**src/hdl/cbd_pkg.sv**
```systemverilog
// Shared types, character codes and a helper function for the chunked body decoder.
`timescale 1ns / 1ps

package cbd_pkg;

   localparam logic [31:0] ChunkSizeLimitReset = 32'h0200_0000;

   localparam logic [7:0] CharCr    = 8'h0D;
   localparam logic [7:0] CharLf    = 8'h0A;
   localparam logic [7:0] CharSpace = 8'h20;
   localparam logic [7:0] CharTab   = 8'h09;
   localparam logic [7:0] CharSemi  = 8'h3B;

   localparam logic [2:0] TermSizeLine = 3'd2;
   localparam logic [2:0] TermFull     = 3'd4;

   typedef enum logic [1:0] {
      STATUS_BUSY  = 2'd0,
      STATUS_DONE  = 2'd1,
      STATUS_ERROR = 2'd2
   } status_type;

   typedef enum logic [2:0] {
      PH_SIZE    = 3'd0,
      PH_SIZE_CR = 3'd1,
      PH_EXT     = 3'd2,
      PH_EXT_CR  = 3'd3,
      PH_DATA    = 3'd4,
      PH_DATA_CR = 3'd5,
      PH_DATA_LF = 3'd6,
      PH_TRAIL   = 3'd7
   } phase_type;

   typedef struct packed {
      logic [7:0] body_byte;
      logic       start_of_body;
   } req_type;

   typedef struct packed {
      logic [7:0] data_byte;
      logic       data_valid;
      logic [1:0] status;
   } rsp_type;

   // Word held in the input register, as seen by the decode stage.
   typedef struct packed {
      logic    valid;
      req_type item;
   } stage_type;

   typedef struct packed {
      logic       valid;
      logic [3:0] value;
   } hex_type;

   function automatic hex_type hex_decode(input logic [7:0] c);
      hex_type h;
      h.valid = 1'b1;
      h.value = 4'd0;
      if (c >= 8'h30 && c <= 8'h39) begin
         h.value = 4'(c - 8'h30);
      end else if (c >= 8'h61 && c <= 8'h66) begin
         h.value = 4'(c - 8'h57);
      end else if (c >= 8'h41 && c <= 8'h46) begin
         h.value = 4'(c - 8'h37);
      end else begin
         h.valid = 1'b0;
      end
      return h;
   endfunction

endpackage

```
**src/hdl/cbd_in_reg.sv**
```systemverilog
// Input register that holds one body word for the decode stage.
`timescale 1ns / 1ps

module cbd_in_reg (
   input  logic                clock,
   input  logic                reset,
   input  logic                req_valid,
   output logic                req_ready,
   input  cbd_pkg::req_type    req_payload,
   input  logic                advance,
   output cbd_pkg::stage_type  stage
);

   logic             valid_ff, valid_in;
   cbd_pkg::req_type item_ff;
   logic             accept;

   // A new word may enter whenever the register is empty or the held one moves on in the same cycle.
   assign req_ready = !valid_ff || advance;
   assign accept    = req_valid && req_ready;

   always_comb begin
      valid_in = valid_ff;
      if (accept) begin
         valid_in = 1'b1;
      end else if (advance) begin
         valid_in = 1'b0;
      end
   end

   always_ff @(posedge clock) begin
      if (reset) begin
         valid_ff <= 1'b0;
      end else begin
         valid_ff <= valid_in;
      end
   end

   always_ff @(posedge clock) begin
      if (accept) begin
         item_ff <= req_payload;
      end
   end

   assign stage.valid = valid_ff;
   assign stage.item  = item_ff;

endmodule

```
**src/hdl/cbd_decoder.sv**
```systemverilog
// Decode stage: parser state, size limit register and the result register.
`timescale 1ns / 1ps

module cbd_decoder (
   input  logic                clock,
   input  logic                reset,
   input  cbd_pkg::stage_type  stage,
   output logic                advance,
   output logic                rsp_valid,
   input  logic                rsp_ready,
   output cbd_pkg::rsp_type    rsp_payload,
   input  logic                csr_valid,
   output logic                csr_ready,
   input  logic [31:0]         csr_wdata
);

   cbd_pkg::phase_type  phase_ff, phase_in, phase_cur;
   cbd_pkg::status_type status_ff, status_in, status_cur;
   logic [31:0] acc_ff, acc_in, acc_cur;
   logic        digit_ff, digit_in, digit_cur;
   logic [31:0] left_ff, left_in, left_cur;
   logic [2:0]  term_ff, term_in, term_cur;
   logic [31:0] limit_ff;
   logic        rsp_valid_ff, rsp_valid_in;
   cbd_pkg::rsp_type rsp_ff, rsp_in;

   logic [7:0]       b;
   logic             sob;
   logic             busy;
   logic             fire;
   logic             line_end;
   logic             data_valid;
   logic [35:0]      acc_next;
   cbd_pkg::hex_type hex;

   assign csr_ready = 1'b1;

   assign advance = !rsp_valid_ff || rsp_ready;
   assign fire    = stage.valid && advance;

   assign b   = stage.item.body_byte;
   assign sob = stage.item.start_of_body;
   assign hex = cbd_pkg::hex_decode(b);

   // Start of body clears the parser before this word is handled.
   always_comb begin
      if (sob) begin
         phase_cur  = cbd_pkg::PH_SIZE;
         status_cur = cbd_pkg::STATUS_BUSY;
         acc_cur    = '0;
         digit_cur  = 1'b0;
         left_cur   = '0;
         term_cur   = '0;
      end else begin
         phase_cur  = phase_ff;
         status_cur = status_ff;
         acc_cur    = acc_ff;
         digit_cur  = digit_ff;
         left_cur   = left_ff;
         term_cur   = term_ff;
      end
   end

   assign busy     = (status_cur == cbd_pkg::STATUS_BUSY);
   assign acc_next = {acc_cur, hex.value};
   assign line_end = busy && (b == cbd_pkg::CharLf) &&
                     (phase_cur == cbd_pkg::PH_SIZE_CR || phase_cur == cbd_pkg::PH_EXT_CR);

   // Next parser position.
   always_comb begin
      phase_in = phase_cur;
      if (busy) begin
         unique case (phase_cur) inside
            cbd_pkg::PH_SIZE: begin
               if (b == cbd_pkg::CharSemi) begin
                  phase_in = cbd_pkg::PH_EXT;
               end else if (b == cbd_pkg::CharCr) begin
                  phase_in = cbd_pkg::PH_SIZE_CR;
               end
            end
            cbd_pkg::PH_SIZE_CR, cbd_pkg::PH_EXT_CR: begin
               if (line_end) begin
                  if (digit_cur) begin
                     phase_in = (acc_cur == '0) ? cbd_pkg::PH_TRAIL : cbd_pkg::PH_DATA;
                  end
               end else if (phase_cur == cbd_pkg::PH_EXT_CR && b != cbd_pkg::CharCr) begin
                  phase_in = cbd_pkg::PH_EXT;
               end
            end
            cbd_pkg::PH_EXT: begin
               if (b == cbd_pkg::CharCr) begin
                  phase_in = cbd_pkg::PH_EXT_CR;
               end
            end
            cbd_pkg::PH_DATA: begin
               if (left_cur == 32'd1) begin
                  phase_in = cbd_pkg::PH_DATA_CR;
               end
            end
            cbd_pkg::PH_DATA_CR: begin
               if (b == cbd_pkg::CharCr) begin
                  phase_in = cbd_pkg::PH_DATA_LF;
               end
            end
            cbd_pkg::PH_DATA_LF: begin
               if (b == cbd_pkg::CharLf) begin
                  phase_in = cbd_pkg::PH_SIZE;
               end
            end
            cbd_pkg::PH_TRAIL: begin
               phase_in = cbd_pkg::PH_TRAIL;
            end
            default: begin
               phase_in = cbd_pkg::PH_SIZE;
            end
         endcase
      end
   end

   // Counters, status and the payload flag.
   always_comb begin
      acc_in     = acc_cur;
      digit_in   = digit_cur;
      left_in    = left_cur;
      term_in    = term_cur;
      status_in  = status_cur;
      data_valid = 1'b0;
      if (busy) begin
         unique case (phase_cur) inside
            cbd_pkg::PH_SIZE: begin
               if (b != cbd_pkg::CharSemi && b != cbd_pkg::CharCr &&
                   b != cbd_pkg::CharSpace && b != cbd_pkg::CharTab) begin
                  if (!hex.valid) begin
                     status_in = cbd_pkg::STATUS_ERROR;
                  end else begin
                     acc_in   = acc_next[31:0];
                     digit_in = 1'b1;
                     if (acc_next > {4'd0, limit_ff}) begin
                        status_in = cbd_pkg::STATUS_ERROR;
                     end
                  end
               end
            end
            cbd_pkg::PH_SIZE_CR, cbd_pkg::PH_EXT_CR: begin
               if (line_end) begin
                  acc_in   = '0;
                  digit_in = 1'b0;
                  if (!digit_cur) begin
                     status_in = cbd_pkg::STATUS_ERROR;
                  end else if (acc_cur == '0) begin
                     // The CRLF closing the last size line counts toward the terminator.
                     term_in = cbd_pkg::TermSizeLine;
                  end else begin
                     left_in = acc_cur;
                  end
               end else if (phase_cur == cbd_pkg::PH_SIZE_CR) begin
                  status_in = cbd_pkg::STATUS_ERROR;
               end
            end
            cbd_pkg::PH_EXT: begin
               acc_in = acc_cur;
            end
            cbd_pkg::PH_DATA: begin
               data_valid = 1'b1;
               left_in    = left_cur - 32'd1;
            end
            cbd_pkg::PH_DATA_CR: begin
               if (b != cbd_pkg::CharCr) begin
                  status_in = cbd_pkg::STATUS_ERROR;
               end
            end
            cbd_pkg::PH_DATA_LF: begin
               if (b != cbd_pkg::CharLf) begin
                  status_in = cbd_pkg::STATUS_ERROR;
               end
            end
            cbd_pkg::PH_TRAIL: begin
               // Even counts expect CR, odd counts expect LF.
               if (!term_cur[0]) begin
                  term_in = (b == cbd_pkg::CharCr) ? term_cur + 3'd1 : 3'd0;
               end else if (b == cbd_pkg::CharLf) begin
                  term_in = term_cur + 3'd1;
               end else begin
                  term_in = (b == cbd_pkg::CharCr) ? 3'd1 : 3'd0;
               end
               if (term_in >= cbd_pkg::TermFull) begin
                  status_in = cbd_pkg::STATUS_DONE;
               end
            end
            default: begin
               status_in = cbd_pkg::STATUS_ERROR;
            end
         endcase
      end
   end

   always_comb begin
      rsp_in.data_byte  = data_valid ? b : 8'd0;
      rsp_in.data_valid = data_valid;
      rsp_in.status     = status_in;
      rsp_valid_in      = advance ? stage.valid : rsp_valid_ff;
   end

   always_ff @(posedge clock) begin
      if (reset) begin
         phase_ff     <= cbd_pkg::PH_SIZE;
         status_ff    <= cbd_pkg::STATUS_BUSY;
         acc_ff       <= '0;
         digit_ff     <= 1'b0;
         left_ff      <= '0;
         term_ff      <= '0;
         rsp_valid_ff <= 1'b0;
      end else begin
         rsp_valid_ff <= rsp_valid_in;
         if (fire) begin
            phase_ff  <= phase_in;
            status_ff <= status_in;
            acc_ff    <= acc_in;
            digit_ff  <= digit_in;
            left_ff   <= left_in;
            term_ff   <= term_in;
         end
      end
   end

   always_ff @(posedge clock) begin
      if (reset) begin
         limit_ff <= cbd_pkg::ChunkSizeLimitReset;
      end else if (csr_valid && csr_ready) begin
         limit_ff <= csr_wdata;
      end
   end

   always_ff @(posedge clock) begin
      if (fire) begin
         rsp_ff <= rsp_in;
      end
   end

   assign rsp_valid   = rsp_valid_ff;
   assign rsp_payload = rsp_ff;

endmodule

```
**src/hdl/http_chunked_body_decoder_unit.sv**
```systemverilog
// Top level of the HTTP chunked transfer body decoder.
`timescale 1ns / 1ps

// Decodes a chunked message body one byte per clock while rsp_ is not stalled:
// every accepted word gives exactly one result word, which goes from the input
// register through the decode stage into the result register and so to rsp_.
// A new word can be accepted in every cycle, because the hex digit step, the
// size limit compare and the payload countdown are all done in the single
// decode stage between the input register and the result register. A stall on
// the result side holds the result register and then the input register, which
// lowers req_ready. The size limit register is written through csr_ and takes
// effect for the next word; write it only while no word is in flight.
module http_chunked_body_decoder_unit (
   input  logic              clock,
   input  logic              reset,
   input  logic              req_valid,
   output logic              req_ready,
   input  cbd_pkg::req_type  req_payload,
   output logic              rsp_valid,
   input  logic              rsp_ready,
   output cbd_pkg::rsp_type  rsp_payload,
   input  logic              csr_valid,
   output logic              csr_ready,
   input  logic [31:0]       csr_wdata
);

   cbd_pkg::stage_type stage;
   logic               advance;

   cbd_in_reg u_in_reg (
      .clock       (clock),
      .reset       (reset),
      .req_valid   (req_valid),
      .req_ready   (req_ready),
      .req_payload (req_payload),
      .advance     (advance),
      .stage       (stage)
   );

   cbd_decoder u_decoder (
      .clock       (clock),
      .reset       (reset),
      .stage       (stage),
      .advance     (advance),
      .rsp_valid   (rsp_valid),
      .rsp_ready   (rsp_ready),
      .rsp_payload (rsp_payload),
      .csr_valid   (csr_valid),
      .csr_ready   (csr_ready),
      .csr_wdata   (csr_wdata)
   );

endmodule

```
**config.mk**
```make
export PLATFORM = sky130hd
export DESIGN_NAME = http_chunked_body_decoder_unit
export DESIGN_NICKNAME = d
export VERILOG_FILES = /design/src/hdl/cbd_pkg.sv /design/src/hdl/cbd_in_reg.sv /design/src/hdl/cbd_decoder.sv /design/src/hdl/http_chunked_body_decoder_unit.sv
export SDC_FILE = /design/constraint.sdc
export NUM_CORES = 1
export LEC_CHECK = 0
export ABC_AREA = 1
export BUFFER_PORTS_ARGS = -buffer_cell sky130_fd_sc_hd__buf_2
export CELL_PAD_IN_SITES_DETAIL_PLACEMENT = 0
export CELL_PAD_IN_SITES_GLOBAL_PLACEMENT = 1
export CORE_MARGIN = 5
export CORE_UTILIZATION = 42
export CTS_CLUSTER_SIZE = 24
export DETAILED_ROUTE_END_ITERATION = 6
export PLACE_DENSITY_LB_ADDON = 0.3
export SYNTH_ARGS = -nofsm -noshare
export SYNTH_HDL_FRONTEND = slang
export SYNTH_SLANG_ARGS = --single-unit
```
**constraint.sdc**
```tcl
create_clock -name clock -period 3.4 [get_ports clock]
set_input_delay 1.02 -clock clock [delete_from_list [all_inputs] [get_ports clock]]
set_output_delay 1.02 -clock clock [all_outputs]
set_load 0.02 [all_outputs]
```
==> impl_metrics.yaml, run 1 <==
outcome:
  status: "finished with violations"
  violations: "DRC"
critical_path:
  r2r-end: "u_decoder.rsp_payload[1]"
  end_kind: "flop"
  cp_max_fo: 5
  cp.required_ps: 3590
  rr_startpoint: "u_in_reg.stage[1]"
  rrSetupSlack_ps: 400
  crit_arrival_ps: 3190
  r2r_cells: 23
  critical_path_class: "flop to flop"
  cp-start-kind: "flop"
min_path:
  min_path_cells: 2
  hold_path_class: "flop to flop"
  min_to: "u_decoder.left_ff[0]"
  holdCritStartpoint: "u_decoder.left_ff[0]"
yosys:
  syn_avg_cell_area_um2: 6.45
  synth_ff_type: "dfxtp_1"
  synth_cell_types: 45
  syn_inst: 1339
  syn_area_um2: 8630
  async_flop_share_pct: 0
  ys_ff_latch: 127
  synth_warnings: 0
  synth-seq-area-share_pct: 31.8
  syn-num-nets: 1425
  synth-edff-count: 20
route:
  routedWlPerCell_um: 15.7
  final_antenna_net_count: 0
  dr.pass1.iters: 7
  drtIter0Drc: 710
  postRouteWirelength_um: 26200
  via_count: 8711
  vias_per_cell: 5.22
  drc: 2
grt:
  antenna_found_initial: 0
  grt_pass1_vias: 8010
  grt_max_degree: 64
  grtUsageTotal_pct: 22.2
  grt_first_pass_wirelength_um: 42500
  overflow: 0
sta:
  whs_ps: 463
  fin_tns_setup_ps: 0
  layout_min_cycle_time_ps: 3000
  slew-limit-headroom_pct: 56.9
  fmax_ghz: 0.333
  rsz0062_at_grt: "no"
  finalClockSkew_ps: 8.48
  finalHoldViolCount: 0
  fin_crit_sh_pct: 88.3
  worst_pin_slew_ps: 646
  finalMaxSlewViolations: 0
  finalSetupViolations: 0
power_and_ir_drop:
  p_per_area_nw_per_um2: 416
  p_leak_nw: 4.68
  peakVddDrop_mv: 0.326
clocking:
  numCtsBuffers: 17
  htree_levels: 4
  postCtsSetupBuffers: 0
  hold_buffers: 0
  cts.repair.resized: 0
  root_buffer: "clkbuf_16"
  cts_tree: "built"
  cts.clk_slew.worst_paths_ps: 60
  cts.sinks: 127
  clock_path_buffers: 2
  clkLatencyLatePin_ps: 430
finish:
  drive_gt1_share_pct: 12.1
  diodes: 0
  syn_to_final_growth_pct: 13.3
  final_cell_mix: "nand2_1, inv_1, a21oi_1, o21ai_0, dfxtp_1"
  final_common_cell: "nand2_1"
  stdcell_count: 1668
  nets: 1471
floorplan:
  core_um2: 20200
  rows: 52
  die_area_um2: 23500
  start_util_pct: 42.7
  die_height_um: 153
  io_pins: 60
  chipWidth_um: 153
place:
  dp_hpwl_um: 18600
  portBuffers: 58
  dp.cells: 1636
  routabilityCongestion: 0.895
job:
  cap_viol_max_count: 0
-- worst max path at each step --
stage	startpoint	end	slack (ps)	cells past startpoint
4_1_cts	u_in_reg.stage[1]	u_decoder.rsp_payload[1]	300	23
2_1_floorplan	u_in_reg.stage[1]	u_decoder.rsp_payload[1]	650	23
3_3_place_gp	u_in_reg.stage[1]	u_decoder.rsp_payload[1]	390	23
5_1_grt	u_in_reg.stage[1]	u_decoder.status_ff[1]	90	24
3_5_place_dp	u_in_reg.stage[1]	u_decoder.rsp_payload[1]	310	23
6_report	u_in_reg.stage[1]	u_decoder.rsp_payload[1]	400	23
-- cell usage after synthesis (2+ instances only) --
cell type	number	area (um^2)
nand2_1	322	1210
buf_4	5	37.5
o31ai_1	2	15.0
nor2_4	4	45.0
nand4_1	18	113
dfxtp_1	107	2140
a31oi_1	31	194
or2_2	2	12.5
xor2_1	8	70.1
nand2_2	14	87.6
clkbuf_1	40	150
buf_6	8	90.1
nor3_1	16	80.1
inv_1	163	612
edfxtp_1	20	601
nor4_1	2	12.5
o21ai_0	116	581
nand3_1	69	345
o22ai_1	15	93.8
nor2_1	103	387
ha_1	40	500
nand3b_1	9	67.6
o21ai_1	24	120
nor2_2	7	43.8
inv_2	10	37.5
a21oi_1	152	761
a21o_1	3	22.5
buf_2	12	60.1
-- per-stage QoR --
step	power (W)	setup WS, ps	utilization (%)	cell area (um^2)
final	0.00407	398	48.3	9780
after global routing	0.00426	92.0	48.3	9780
after CTS	0.00410	298	48.3	9780
after detailed placement	0.00226	308	45.4	9200
after global placement	0.00226	387	45.4	9200
after floorplan	0.00208	646	-	8630
-- worst max-delay path, cell delays in order (launching register included) --
cell,delay [ps]
edfxtp_1,460
inv_1,180
ha_1,190
o21ai_0,100
a21oi_2,220
inv_1,90
o21ai_0,100
xor2_1,160
inv_1,60
nand2_1,50
inv_1,40
ha_1,280
a21oi_1,130
o21ai_0,90
nand2_1,60
nand3_1,70
nand2_1,70
nand2_1,50
nand2_1,60
nand2_1,50
nand2_1,60
nand2_1,50
nand2_1,90
nand2_1,50
-- layer usage --
layer	share of wire [%]	up-vias	global-route usage (%)
met5	0	-	0
met2	44	248	34.2
met1	48	3904	31.1
li1	-	4515	-
met4	3.0	0	7.70
met3	5.6	44	4.18
-- area by class of cell --
cell class / count / area (um^2)
clock buffers: 18 / 439
clock inverters: 14 / 143
fillers: 2137 / 10500
inverters: 175 / 662
multi-input cells: 971 / 4890
flip-flops and latches: 127 / 2740
well taps: 270 / 338
repair buffers: 93 / 566
-- power by group --
group	internal [W]	leakage (nW)	switching, W	total [W]
clock network	0.00105	0.287	0.000782	0.00183
registers	0.00160	1.07	0.0000376	0.00163
logic	0.000197	3.32	0.000401	0.000598
-- cell families after synthesis --
kind of cell | count (synthesis) | synth area share, %
xor+xnor | 9 | 0.913
mux | 1 | 0.116
fa+ha+maj | 40 | 5.80
buf+inv | 241 | 11.6
compound gates | 348 | 21.2
flops | 127 | 31.8
simple gates | 572 | 28.6
other cells | 1 | 0.0434
-- state kept, by name, indices dropped and copies added (netlist names) --
register	count
u_in_reg.valid_ff	1
u_decoder.digit_ff	1
u_decoder.term_ff	3
u_decoder.rsp_payload	11
u_decoder.acc_ff	32
u_decoder.rsp_valid	1
u_decoder.left_ff	32
u_decoder.limit_ff	32
u_decoder.phase_ff	3
u_decoder.status_ff	2
u_in_reg.stage	9
Power figures use the tool's default switching activity.
==> inputs of run 2 (changes only) <==
--- a/config.mk
+++ b/config.mk
@@ -7,8 +7,6 @@
 export LEC_CHECK = 0
 export ABC_AREA = 1
 export BUFFER_PORTS_ARGS = -buffer_cell sky130_fd_sc_hd__buf_2
-export CELL_PAD_IN_SITES_DETAIL_PLACEMENT = 0
-export CELL_PAD_IN_SITES_GLOBAL_PLACEMENT = 1
 export CORE_MARGIN = 5
 export CORE_UTILIZATION = 42
 export CTS_CLUSTER_SIZE = 24
==> impl_metrics.yaml, run 2 (same netlist as run 1, synthesis figures left out) <==
outcome:
  status: "finished with violations"
  violations: "DRC"
critical_path:
  cp-start-kind: "flop"
  worst-path-stages: 23
  crit_path_frequent_cell: "nand2_1"
  slowest_stage: "edfxtp_1"
  max_stage_delay_ps: 450
  cp_max_fo: 5
  crit_arrival_ps: 3220
  path_buf_inv: 4
  r2r-end: "u_decoder.rsp_payload[1]"
  rrSetupSlack_ps: 360
  crit_chain: "inv_1, ha_1, o21ai_0, a21oi_2, inv_1, o21ai_0, xor2_1, inv_1, nand2_1, inv_1, ha_1, a21oi_1, o21ai_0, nand2_1, nand3_1, nand2_1, nand2_1, nand2_1, nand2_1, nand2_1, nand2_1, nand2_1, nand2_1"
  cp-startpoint: "u_in_reg.stage[1]"
  critical_path_class: "flop to flop"
  end_kind: "flop"
  cp.required_ps: 3580
  setup.worst_path.end: "u_decoder.rsp_payload[1]"
  r2r_cells: 23
  rr_startpoint: "u_in_reg.stage[1]"
  crit_family: "compound AO/OA/AOI/OAI gates"
floorplan:
  rows: 52
  chipWidth_um: 153
  core_um2: 20200
  start_util_pct: 42.7
  die_height_um: 153
  io_pins: 60
  die_area_um2: 23500
grt:
  grtUsageTotal_pct: 20.7
  grt_max_degree: 64
  overflow: 0
  antenna_found_initial: 0
  grt_first_pass_wirelength_um: 40600
  grt_pass1_vias: 8406
clocking:
  cts.sinks: 127
  root_buffer: "clkbuf_16"
  clock_path_buffers: 2
  hold_buffers: 0
  cts_tree: "built"
  clkLatencyLatePin_ps: 430
  numCtsBuffers: 17
  cts.clk_slew.worst_paths_ps: 60
  htree_levels: 4
route:
  via_count: 8921
  routedWlPerCell_um: 14.8
  postRouteWirelength_um: 24600
  drc: 1
  vias_per_cell: 5.38
  dr.pass1.iters: 7
  final_antenna_net_count: 0
  drtIter0Drc: 765
sta:
  fin_tns_setup_ps: 0
  fin_crit_sh_pct: 89.3
  layout_min_cycle_time_ps: 3040
  finalSetupViolations: 0
  fmax_ghz: 0.329
  layout_setup_ws_ps: 364
  finalMaxSlewViolations: 0
  finalClockSkew_ps: 15.9
  slew-limit-headroom_pct: 53.2
  rsz0062_at_grt: "no"
  finalHoldViolCount: 0
  worst_pin_slew_ps: 701
finish:
  reg_top3: "u_decoder.acc_ff: 32 flops, u_decoder.left_ff: 32 flops, u_decoder.limit_ff: 32 flops"
  nets: 1460
  diodes: 0
  final_common_cell: "nand2_1"
  stdcell_count: 1657
  syn_to_final_growth_pct: 12.4
  stdcell_area_um2: 9700
  drive_gt1_share_pct: 11.0
  final_cell_mix: "nand2_1, inv_1, a21oi_1, o21ai_0, dfxtp_1"
power_and_ir_drop:
  p_leak_nw: 4.61
  p_per_area_nw_per_um2: 411
  peakVddDrop_mv: 0.367
place:
  portBuffers: 58
  routabilityCongestion: 0.900
  dp.cells: 1625
  dp_hpwl_um: 17300
  detailedPlace.worstSlack_ps: 322
  dpl_cell_area_um2: 9140
min_path:
  hold_path_class: "flop to flop"
job:
  cap_viol_max_count: 0
run 2: cell count changes in the layout (fill, tap and decap cells not counted), sizes merged:
cell      delta
buf         -11
bufinv       +1
clkbuf       +3
clkinv       +4
clkinvlp     +2
inv         -10
run 2: power by group:
part | total [W] | internal [W] | switching (W)
sequential | 0.00164 | 0.00160 | 0.0000389
combinational | 0.000593 | 0.000194 | 0.000399
clock | 0.00176 | 0.00107 | 0.000686
total | 0.00399 | 0.00286 | 0.00112
run 2: tightest hold or removal path, stage by stage (launching register included):
cell     delay [ps]
dfxtp_1         310
nand2_1          60
a21oi_1          50
run 2: timing repair:
item	4_1_cts	5_1_grt
resized for setup	0	1
setup buffers	0	0
endpoints found under the setup margin	0	2
run 2: layout make-up:
cell class / count / area (um^2)
Clock buffer: 21 / 440
Tap cell: 270 / 338
Clock inverter: 11 / 118
Multi-Input combinational cell: 971 / 4890
Sequential cell: 127 / 2740
Fill cell: 2082 / 10500
Inverter: 175 / 662
Timing Repair Buffer: 82 / 508
run 2: metrics by stage:
| stage | hold WS, ps | total power (W) | utilization, % |
|---|---|---|---|
| after detailed placement | 456 | 0.00225 | 45.2 |
| final | 465 | 0.00399 | 47.9 |
| after CTS | 465 | 0.00401 | 47.9 |
| after global routing | 481 | 0.00418 | 47.9 |
| after global placement | 451 | 0.00224 | 45.2 |
| after floorplan | 440 | 0.00208 | - |
run 2: metal layers:
metal  share of wire [%]  track usage, %  routed length [um]
met3                 5.9            3.85                1450
met4                 1.9            6.31                 465
met2                  47            34.3               11500
met5                   0               0                   0
met1                  45            27.5               11100
run 2: how the worst min path moves through the flow:
stage,from,end,slack (ps),cells past startpoint
6_report,u_decoder.left_ff[12],u_decoder.left_ff[12],470,2
5_1_grt,u_decoder.acc_ff[26],u_decoder.acc_ff[26],480,2
4_1_cts,u_decoder.left_ff[28],u_decoder.left_ff[28],460,2
3_5_place_dp,u_decoder.left_ff[28],u_decoder.left_ff[28],460,2
3_3_place_gp,u_decoder.digit_ff,u_decoder.digit_ff,450,2
2_1_floorplan,u_decoder.limit_ff[10],u_decoder.limit_ff[10],440,2
==> inputs of run 3 (changes only) <==
--- a/config.mk
+++ b/config.mk
@@ -5,7 +5,7 @@
 export SDC_FILE = /design/constraint.sdc
 export NUM_CORES = 1
 export LEC_CHECK = 0
-export ABC_AREA = 1
+export ABC_AREA = 0
 export BUFFER_PORTS_ARGS = -buffer_cell sky130_fd_sc_hd__buf_2
 export CORE_MARGIN = 5
 export CORE_UTILIZATION = 42
==> impl_metrics.yaml, run 3 <==
yosys:
  async_flop_share_pct: 0
  synth-seq-area-share_pct: 35.8
  synth_cell_types: 83
  synth_warnings: 0
  syn_avg_cell_area_um2: 8.55
  synth.largest_area_cell: "dfxtp_1"
  synth_top_area_share_pct: 27.9
  synth_most_common_cell: "dfxtp_1"
  syn_inst: 897
  syn-num-nets: 983
  synth_top_cells_by_area: "dfxtp_1, edfxtp_1, ha_1, nor2_1, a21oi_1"
  synth-edff-count: 20
  netlist_top_cells_count: "dfxtp_1, nor2_1, a21oi_1, nand2_1, inv_1"
  ys_ff_latch: 127
  syn_area_um2: 7670
  synth_ff_type: "dfxtp_1"
power_and_ir_drop:
  p_seq_share_pct: 41.1
  combPwrFrac_pct: 10.2
  p_switching_w: 0.00103
  p_per_area_nw_per_um2: 444
  p_leak_nw: 3.54
  power_switching_share_pct: 26.2
  peakVddDrop_mv: 0.366
  clock_power_share_pct: 48.7
  p_int_w: 0.00289
  total_power_w: 0.00392
finish:
  final_common_cell: "dfxtp_1"
  nets: 1037
  final_cell_mix: "dfxtp_1, nor2_1, a21oi_1, buf_2, nand2_1"
  syn_to_final_growth_pct: 15.0
  reg_top3: "u_decoder.acc_ff: 32 flops, u_decoder.left_ff: 32 flops, u_decoder.limit_ff: 32 flops"
  diodes: 0
  drive_gt1_share_pct: 15.4
grt:
  antenna_found_initial: 0
  overflow: 0
  grtUsageTotal_pct: 20.5
  grt_pass1_vias: 6794
  grt_first_pass_wirelength_um: 35600
  grt_max_degree: 56
critical_path:
  cp_max_fo: 6
  end_kind: "flop"
  slowest_stage: "edfxtp_1"
  crit_path_frequent_cell: "ha_1"
  cp-start-kind: "flop"
  crit_arrival_ps: 3270
  cp.required_ps: 3580
  crit_family: "compound AO/OA/AOI/OAI gates"
  path_buf_inv: 1
  crit_chain: "inv_1, ha_1, o21bai_1, a21oi_2, mux2i_1, nor2_1, ha_1, nor2b_1, o211a_1, o21ai_0, a41oi_1, o21ai_1, nand2_1"
  rr_startpoint: "u_in_reg.stage[2]"
  max_stage_delay_ps: 460
  cp-startpoint: "u_in_reg.stage[2]"
  critical_path_class: "flop to flop"
floorplan:
  io_pins: 60
  core_um2: 18000
  chipWidth_um: 145
  die_height_um: 145
  start_util_pct: 42.7
  die_area_um2: 21100
  rows: 49
route:
  postRouteWirelength_um: 21900
  drc: 0
  drtIter0Drc: 573
  via_count: 7026
  vias_per_cell: 5.89
  routedWlPerCell_um: 18.3
  dr.pass1.iters: 5
  final_antenna_net_count: 0
clocking:
  cts.sinks: 127
  numCtsBuffers: 17
  clock_path_buffers: 2
  root_buffer: "clkbuf_16"
  cts.clk_slew.worst_paths_ps: 60
  clkLatencyLatePin_ps: 430
  cts_tree: "built"
  htree_levels: 4
min_path:
  hold_path_class: "flop to flop"
  holdCritStartpoint: "u_decoder.limit_ff[8]"
job:
  cap_viol_max_count: 0
place:
  dp_hpwl_um: 15500
  routabilityCongestion: 0.859
  portBuffers: 58
sta:
  finalSetupViolations: 0
  fmax_ghz: 0.324
  fin_tns_setup_ps: 0
  worst_pin_slew_ps: 927
  slew-limit-headroom_pct: 38.2
  finalMaxSlewViolations: 0
  finalHoldViolCount: 0
  layout_min_cycle_time_ps: 3090
  fin_crit_sh_pct: 90.9
  rsz0062_at_grt: "no"
  finalClockSkew_ps: 10.8
outcome:
  status: "completed"
## run 3: cell count changes in the layout (fill, tap and decap cells not counted), sizes merged, moves of 10 or more
cell,delta
a21oi,-80
a22o,+23
a31oi,-19
and2,+13
and3,+14
inv,-123
mux2i,+33
nand2,-284
nand3,-53
nor2,-13
nor2b,+31
nor4,+25
o211ai,+10
o21ai,-91
## run 3: final timing paths
path,to,depth (start not counted),slack [ps]
worst max-delay path,u_decoder.rsp_payload[1],13,310
worst min-delay path,u_decoder.limit_ff[8],2,490
worst max register to register,u_decoder.rsp_payload[1],13,310
worst min register to register,u_decoder.limit_ff[8],2,490
## run 3: final cells by class
| class | instances | area [um^2] |
|---|---|---|
| repair buffers | 88 | 528 |
| clock buffers | 18 | 429 |
| multi-input cells | 671 | 4480 |
| well taps | 229 | 287 |
| inverters | 46 | 173 |
| flip-flops and latches | 127 | 2740 |
| clock inverters | 14 | 181 |
| fillers | 1748 | 9140 |
## run 3: per-layer routing
metal  track usage (%)  up-vias  wire length [um]
met4              7.00        0               441
met2              32.8      275              9950
li1                  -     3441                 -
met5                 0        -                 0
met1              27.8     3278              9840
met3              4.05       32              1630
## run 3: power by group through the flow
stage	Combinational (W)	Clock, W	Sequential, W
floorplan	0.000272	0	0.00163
global placement	0.000388	0	0.00164
detailed placement	0.000393	0	0.00164
CTS	0.000397	0.00193	0.00161
global route	0.000442	0.00200	0.00161
finish	0.000400	0.00191	0.00161
## run 3: worst register-to-register path, stage by stage, from the launching register on
cell	delay (ps)
edfxtp_1	460
inv_1	160
ha_1	230
o21bai_1	100
a21oi_2	320
mux2i_1	280
nor2_1	70
ha_1	300
nor2b_1	140
o211a_1	200
o21ai_0	180
a41oi_1	140
o21ai_1	200
nand2_1	60
## run 3: cells by family (layout without fill, tap and decap cells)
| kind of cell | after synthesis | count (layout) | synth area share [%] |
|---|---|---|---|
| AO/OA/AOI/OAI | 253 | 253 | 22.7 |
| XOR/XNOR | 5 | 5 | 0.571 |
| adder cells (fa/ha/maj) | 40 | 40 | 6.53 |
| buffers and inverters | 99 | 166 | 5.89 |
| flip-flops | 127 | 127 | 35.8 |
| multiplexers | 38 | 38 | 5.03 |
| other | 1 | 1 | 0.0489 |
| AND/OR/NAND/NOR | 334 | 334 | 23.5 |
## run 3: what timing repair did
action / 4_1_cts / 5_1_grt
endpoints found under the hold margin: 0 / 0
resized for setup: 0 / 1
buffers inserted: 0 / 0
hold buffers: 0 / 0
setup endpoints to repair: 0 / 1
## run 3: stage by stage
step	util, %	setup slack [ps]	cell area [um^2]	cells	hold slack, ps
after floorplan	-	417	7670	897	447
after global placement	45.7	356	8200	1161	473
after detailed placement	45.7	277	8200	1161	482
after CTS	49.1	242	8810	1193	496
after global routing	49.1	61.5	8820	1193	525
final	49.1	311	8820	1193	491
